==> src/rtl/v4au_pkg.sv <==
// Shared types, opcodes, widths and helper functions of the vector ALU.
package v4au_pkg;

  localparam logic [3:0] OP_NEG   = 4'd0;
  localparam logic [3:0] OP_ADD   = 4'd1;
  localparam logic [3:0] OP_SUB   = 4'd2;
  localparam logic [3:0] OP_SCALE = 4'd3;
  localparam logic [3:0] OP_DIV   = 4'd4;
  localparam logic [3:0] OP_CMP   = 4'd5;
  localparam logic [3:0] OP_DOT   = 4'd6;
  localparam logic [3:0] OP_PROJ  = 4'd7;
  localparam logic [3:0] OP_REJ   = 4'd8;
  localparam logic [3:0] OP_MAG   = 4'd9;

  localparam int NUM_W   = 96;
  localparam int DEN_W   = 65;
  localparam int DIV_QW  = 33;
  localparam int DIV_LAT = DIV_QW + 2;
  localparam int SQ_W    = 32;
  localparam int SQ_LAT  = SQ_W + 2;
  localparam int SAT_W   = 37;

  localparam logic [31:0] WORD_MAX = 32'h7fff_ffff;
  localparam logic [31:0] WORD_MIN = 32'h8000_0000;

  typedef struct packed {
    logic [3:0]         op;
    logic signed [31:0] a_x;
    logic signed [31:0] a_y;
    logic signed [31:0] a_z;
    logic signed [31:0] a_w;
    logic signed [31:0] b_x;
    logic signed [31:0] b_y;
    logic signed [31:0] b_z;
    logic signed [31:0] b_w;
    logic signed [31:0] scalar_in;
  } in_t;

  typedef struct packed {
    logic signed [31:0] r_x;
    logic signed [31:0] r_y;
    logic signed [31:0] r_z;
    logic signed [31:0] r_w;
    logic signed [31:0] scalar_out;
    logic               is_equal;
    logic               error;
  } out_t;

  typedef logic [3:0][31:0] vec_t;

  function automatic vec_t get_a(input in_t t);
    vec_t v;
    v[0] = t.a_x;
    v[1] = t.a_y;
    v[2] = t.a_z;
    v[3] = t.a_w;
    return v;
  endfunction

  function automatic vec_t get_b(input in_t t);
    vec_t v;
    v[0] = t.b_x;
    v[1] = t.b_y;
    v[2] = t.b_z;
    v[3] = t.b_w;
    return v;
  endfunction

  function automatic logic [SAT_W-1:0] sext_w(input logic [31:0] v);
    return {{(SAT_W-32){v[31]}}, v};
  endfunction

  function automatic logic [31:0] sat_word(input logic [SAT_W-1:0] v);
    logic [31:0] r;
    if (!v[SAT_W-1] && (v[SAT_W-2:31] != '0)) begin
      r = WORD_MAX;
    end else if (v[SAT_W-1] && (v[SAT_W-2:31] != '1)) begin
      r = WORD_MIN;
    end else begin
      r = v[31:0];
    end
    return r;
  endfunction

endpackage

==> src/rtl/v4au_sqrt.sv <==
// Pipelined integer square root, one root bit per stage, rounded to nearest.
module v4au_sqrt (
  input  logic                       clk,
  input  logic [2*v4au_pkg::SQ_W-1:0] x_i,
  output logic [v4au_pkg::SQ_W:0]    root_o
);
  import v4au_pkg::*;

  logic [SQ_W+3:0]   rem_r  [SQ_W+1];
  logic [SQ_W-1:0]   root_r [SQ_W+1];
  logic [2*SQ_W-1:0] x_r    [SQ_W];
  logic [SQ_W:0]     root_out_r;

  always_ff @(posedge clk) begin
    rem_r[0]  <= '0;
    root_r[0] <= '0;
    x_r[0]    <= x_i;
  end

  genvar s;
  generate
    for (s = 0; s < SQ_W; s++) begin : g_step
      localparam int I = SQ_W - 1 - s;
      logic [SQ_W+3:0] remsh;
      logic [SQ_W+3:0] trial;
      logic            ge;

      assign remsh = {rem_r[s][SQ_W+1:0], x_r[s][2*I+1 -: 2]};
      assign trial = {2'b00, root_r[s], 2'b01};
      assign ge    = remsh >= trial;

      always_ff @(posedge clk) begin
        rem_r[s+1]  <= ge ? remsh - trial : remsh;
        root_r[s+1] <= {root_r[s][SQ_W-2:0], ge};
      end

      if (s < SQ_W - 1) begin : g_carry
        always_ff @(posedge clk) begin
          x_r[s+1] <= x_r[s];
        end
      end
    end
  endgenerate

  always_ff @(posedge clk) begin
    root_out_r <= {1'b0, root_r[SQ_W]}
                + (SQ_W+1)'(rem_r[SQ_W] > {4'b0000, root_r[SQ_W]});
  end

  assign root_o = root_out_r;

endmodule

==> config.mk <==
export PLATFORM = sky130hd
export DESIGN_NAME = v4au_sqrt
export DESIGN_NICKNAME = d
export VERILOG_FILES = /design/src/rtl/v4au_pkg.sv /design/src/rtl/v4au_sqrt.sv
export SDC_FILE = /design/constraint.sdc
export NUM_CORES = 2
export LEC_CHECK = 0
export BUFFER_PORTS_ARGS = -buffer_cell sky130_fd_sc_hd__buf_2
export CAP_MARGIN = 30
export CORE_MARGIN = 3
export CORE_UTILIZATION = 41
export DETAILED_ROUTE_END_ITERATION = 8
export MAX_ROUTING_LAYER = met4
export PLACE_DENSITY = 0.57
export SLEW_MARGIN = 20
export SYNTH_ARGS = -nofsm -noshare
export SYNTH_HDL_FRONTEND = slang
export SYNTH_MEMORY_MAX_BITS = 65536
export SYNTH_SLANG_ARGS = --single-unit
==> constraint.sdc <==
create_clock -name clk -period 6.2 [get_ports clk]
set_input_delay 0.93 -clock clk [delete_from_list [all_inputs] [get_ports clk]]
set_output_delay 0.93 -clock clk [all_outputs]
set_load 0.01 [all_outputs]
# After elaboration in Yosys (flattened, before gate mapping)
# Memory sizes are Yosys's and may differ from the RTL's.
# Index checks and enable logic that the tools add are counted.
[totals]
register_bits = 33
ramBits = 4292
out_inout_bits = 33
mem_count = 3
[memory_table]
columns = ["name", "words", "width", "read_ports", "rd_ports_with_merged_regs", "wr", "line_no", "source"]
rows = [
  ["x_r", 32, 64, 32, 0, 32, "v4au_sqrt.sv:11", "logic [2*SQ_W-1:0] x_r [SQ_W];"],
  ["rem_r", 33, 36, 33, 0, 33, "v4au_sqrt.sv:9", "logic [SQ_W+3:0] rem_r [SQ_W+1];"],
  ["root_r", 33, 32, 33, 0, 33, "v4au_sqrt.sv:10", "logic [SQ_W-1:0] root_r [SQ_W+1];"],
]
[classes]
addsub = 33
order_cmp = 33
n_mux = 32
[ops]
columns = ["op", "n"]
rows = [
  ["36-bit by 34-bit >= comparator with 1-bit output", 32],
  ["36-bit 2-to-1 mux", 32],
  ["36-bit by 34-bit subtractor with 36-bit output", 32],
  ["36-bit by 32-bit > comparator with 1-bit output", 1],
  ["32-bit by 1-bit adder with 33-bit output", 1],
]

# Depth between registers and ports, before layout
# An unclocked memory read counts as a cell.
[logic_depth]
depth_word = 3
depth_mapped = 21

# Worst setup path after synthesis
# No wires, ideal clock.
[synth_path]
path_kind = "reg-to-reg"
start = "mem rem_r[5][12] (netlist bit)"
end = "mem rem_r[6][15] (netlist bit)"
arrival_time_ns = 3.675
setup_slack_ns = 2.392
path_stages_with_launch = 13
cell_sequence = "dfxtp_1 -> or4_4 -> or4_4 -> or4_1 -> buf_2 -> or4_4 -> or3_1 -> or4_1 -> clkbuf_2 -> or4b_1 -> buf_4 -> nor4_1 -> xor2_1"
[synth_rtl]
columns = ["item", "line_no"]
rows = [
  ["start, declared", "v4au_sqrt.sv:9"],
]

==> results.toml <==
[status]
status = "finished, final reports clean"

[power]
peakVddDrop_mv = 0.288
power.leakage_uw = 0.0521
p_per_area_nw_per_um2 = 426

[routing]
wl_met3_mm = 7.22
routedWlPerCell_um = 16.0
wirelength_met1_mm = 94.7
highest_layer = "met4"
drtAntennaViolNets = 0
drt_first_iter_violations = 3412
met2_length_mm = 104
routed_wl_mm = 214
detail_route.first_pass.iterations = 6
num_vias = 66400
viasPerCell = 4.98
drc_errors = 0

[placement]
place_hpwl_mm = 163
io_buffers = 97
gp_congestion = 0.877
dpl_cell_area_um2 = 102000

[timing]
slew_viol_final = 0
tightest_slew_ns = 1.03
finalSetupViolCount = 0
finalHoldViolCount = 0
finalCritPeriodShare = 0.716
rsz0062_at_grt = "no"
clock.fmax_mhz = 225
slew_headroom = 0.308
finalCriticalPeriod_ns = 4.44
finalSetupTns_ns = 0
finClkSkew_ns = 0.0924

[run]
drv_cap = 0

[synth]
ys.flop_type = "dfxtp_1"
synth-async-reset-ratio = 0
ys_seq_elements = 2656
yosysUniqueCellTypes = 85
synth_edf_count = 0
synth.top_cell.area_share = 0.544
avgSynthCellArea_um2 = 10.1
syn-num-nets = 10400
synth_area_leader_cell = "dfxtp_1"
seq_area_frac_synth = 0.544
syn-instance-count = 9702
synthTopCellsByArea = "dfxtp_1 54%, ha_1 7.7%, xnor2_1 4.1%, xor2_1 4.0%, nand2_1 3.0%"
ys_warn_count = 0
synthesis.area_um2 = 97700

[floorplan]
core_um2 = 236000
fp.dieH_um = 494
initial_core_util = 0.414
io_pins = 98
die_width_um = 494
rows = 178
dieArea_um2 = 244000

[global_route]
grt_pass1_wl_mm = 343
overflow = 0
antenna_found_initial = 4
grt_max_degree = 63
grt_pass1_vias = 65100
grt_usage = 0.177

[clocking]
cts_resized = 0
cts_tree = "built"
clkTransAtPathRegs_ns = 0.06
cts_num_sinks = 2656
clockRootBuffer = "clkbuf_16"
cts_buffers = 295
htreeDepth = 5
clk_latency_ns = 0.92
clk_path_buf_depth = 4
postCtsSetupBuffers = 0

[cells_and_area]
synthToLayoutAreaGrowth_pct = 14.5
final_cell_mix = "2656 x dfxtp_1, 783 x nand2_1, 746 x inv_1"
fin_util = 0.474
drive_gt1_frac = 0.0743
fillers = 22100
final_nets = 10600
mostFrequentLayoutCell = "dfxtp_1"
final_area_um2 = 112000

[critical_path]
r2r-end = "rem_r[6][15]"
cp-start-kind = "flip-flop"
cp_max_fo = 17
cp.required_ns = 6.98
crit_end = "rem_r[6][15]"
cp_data_arrival_time_ns = 5.22
crit_start = "rem_r[5][12]"
r2r-start = "rem_r[5][12]"
end_kind = "flip-flop"
r2r_slack_ns = 1.76
critPathKind = "reg2reg"
ff2ff_path_depth = 9

[hold_path]
worstHoldPathType = "in2reg"
power breakdown:
group / switching [uW] / total [uW] / internal [uW]
registers: 2160 / 22200 / 20000
clock network: 6740 / 17500 / 10800
logic: 4460 / 7920 / 3450
registers in the layout (all words and copies together), names as in the netlist:
signal,flops
rem_r,1039
root_o,33
x_r,1056
root_r,528
per-layer routing:
metal  track usage  up-vias
met5             -        -
met4        0.0639        0
met3        0.0233      471
met2         0.305     1153
met1         0.212    30900
li1              -    33900
cell usage after synthesis (all sizes together), types with 34 or more instances:
cell type and n:
nor2b 80, xnor2 459, nand2b 98, ha 598, nand3 167, a211oi 48, nand2 783, nor2 529
and3 41, or4 65, o31ai 77, a31oi 59, dfxtp 2656, o21a 106, xor2 441, o211ai 38
nand4 110, clkbuf 163, o21ai 571, or2 52, nor3 263, a21o 257, a21oi 540, mux2 47
or3 85, nor4 136, o21bai 58, inv 746, and2 34
layout make-up:
| type | instances | area, um^2 | share of cell area |
|---|---|---|---|
| flip-flops and latches | 2656 | 53200 | 0.475 |
| diodes | 2 | 5.00 | 0.0000447 |
| well taps | 3150 | 3940 | 0.0352 |
| inverters | 748 | 2810 | 0.0251 |
| multi-input cells | 6115 | 41100 | 0.367 |
| repair buffers | 146 | 890 | 0.00795 |
| clock inverters | 120 | 1570 | 0.0140 |
| clock buffers | 394 | 8370 | 0.0748 |
metrics by stage:
| step | hold WS, ns | setup slack [ns] | power (uW) | instances |
|---|---|---|---|---|
| 5_1_grt | 0.00697 | 1.50 | 50200 | 13300 |
| 3_3_place_gp | 0.310 | 1.79 | 30400 | 12800 |
| 6_report | 0.0777 | 1.76 | 47600 | 13300 |
| 3_5_place_dp | 0.312 | 1.77 | 30500 | 12800 |
| 2_1_floorplan | 0.310 | 2.39 | 27800 | 9702 |
| 4_1_cts | 0.000627 | 1.77 | 48300 | 13300 |
worst max-delay path, stage by stage (launching register included):
cell,delay (ns)
dfxtp_1,0.35
or4_4,0.56
or4_4,0.45
or4_1,0.55
or4_4,0.54
or3_1,0.37
or4_1,0.71
or4b_1,0.47
nor4_1,0.12
xor2_1,0.16
timing repair:
item / 4_1_cts / 5_1_grt
endpoints found under the hold margin: 7 / 0
endpoints found under the setup margin: 0 / 0
hold buffers: 7 / 0
worst min path at each step:
stage          slack, ns  depth (start not counted)    endpoint       start
6_report            0.08                          1  x_r[0][35]     x_i[35]
5_1_grt            0.007                          1  x_r[0][35]     x_i[35]
4_1_cts           0.0006                          1  x_r[0][38]     x_i[38]
3_5_place_dp        0.31                          0  x_r[13][0]  x_r[12][0]
3_3_place_gp        0.31                          0  x_r[30][1]  x_r[29][1]
2_1_floorplan       0.31                          0  x_r[10][0]   x_r[9][0]
cells by family (layout without fill, tap and decap cells):
group / after synthesis / in the layout / synth area share
buffers and inverters: 931 / 1408 / 0.0359
DFF: 2656 / 2656 / 0.544
muxes: 53 / 53 / 0.00603
adders and majority gates: 598 / 598 / 0.0766
other: 1 / 3 / 0.0000384
AOI/OAI and AO/OA: 2004 / 2004 / 0.128
xor gates and xnor gates: 900 / 900 / 0.0807
and+or+nand+nor: 2559 / 2559 / 0.128
No activity file was read; power rests on OpenSTA's default activity.
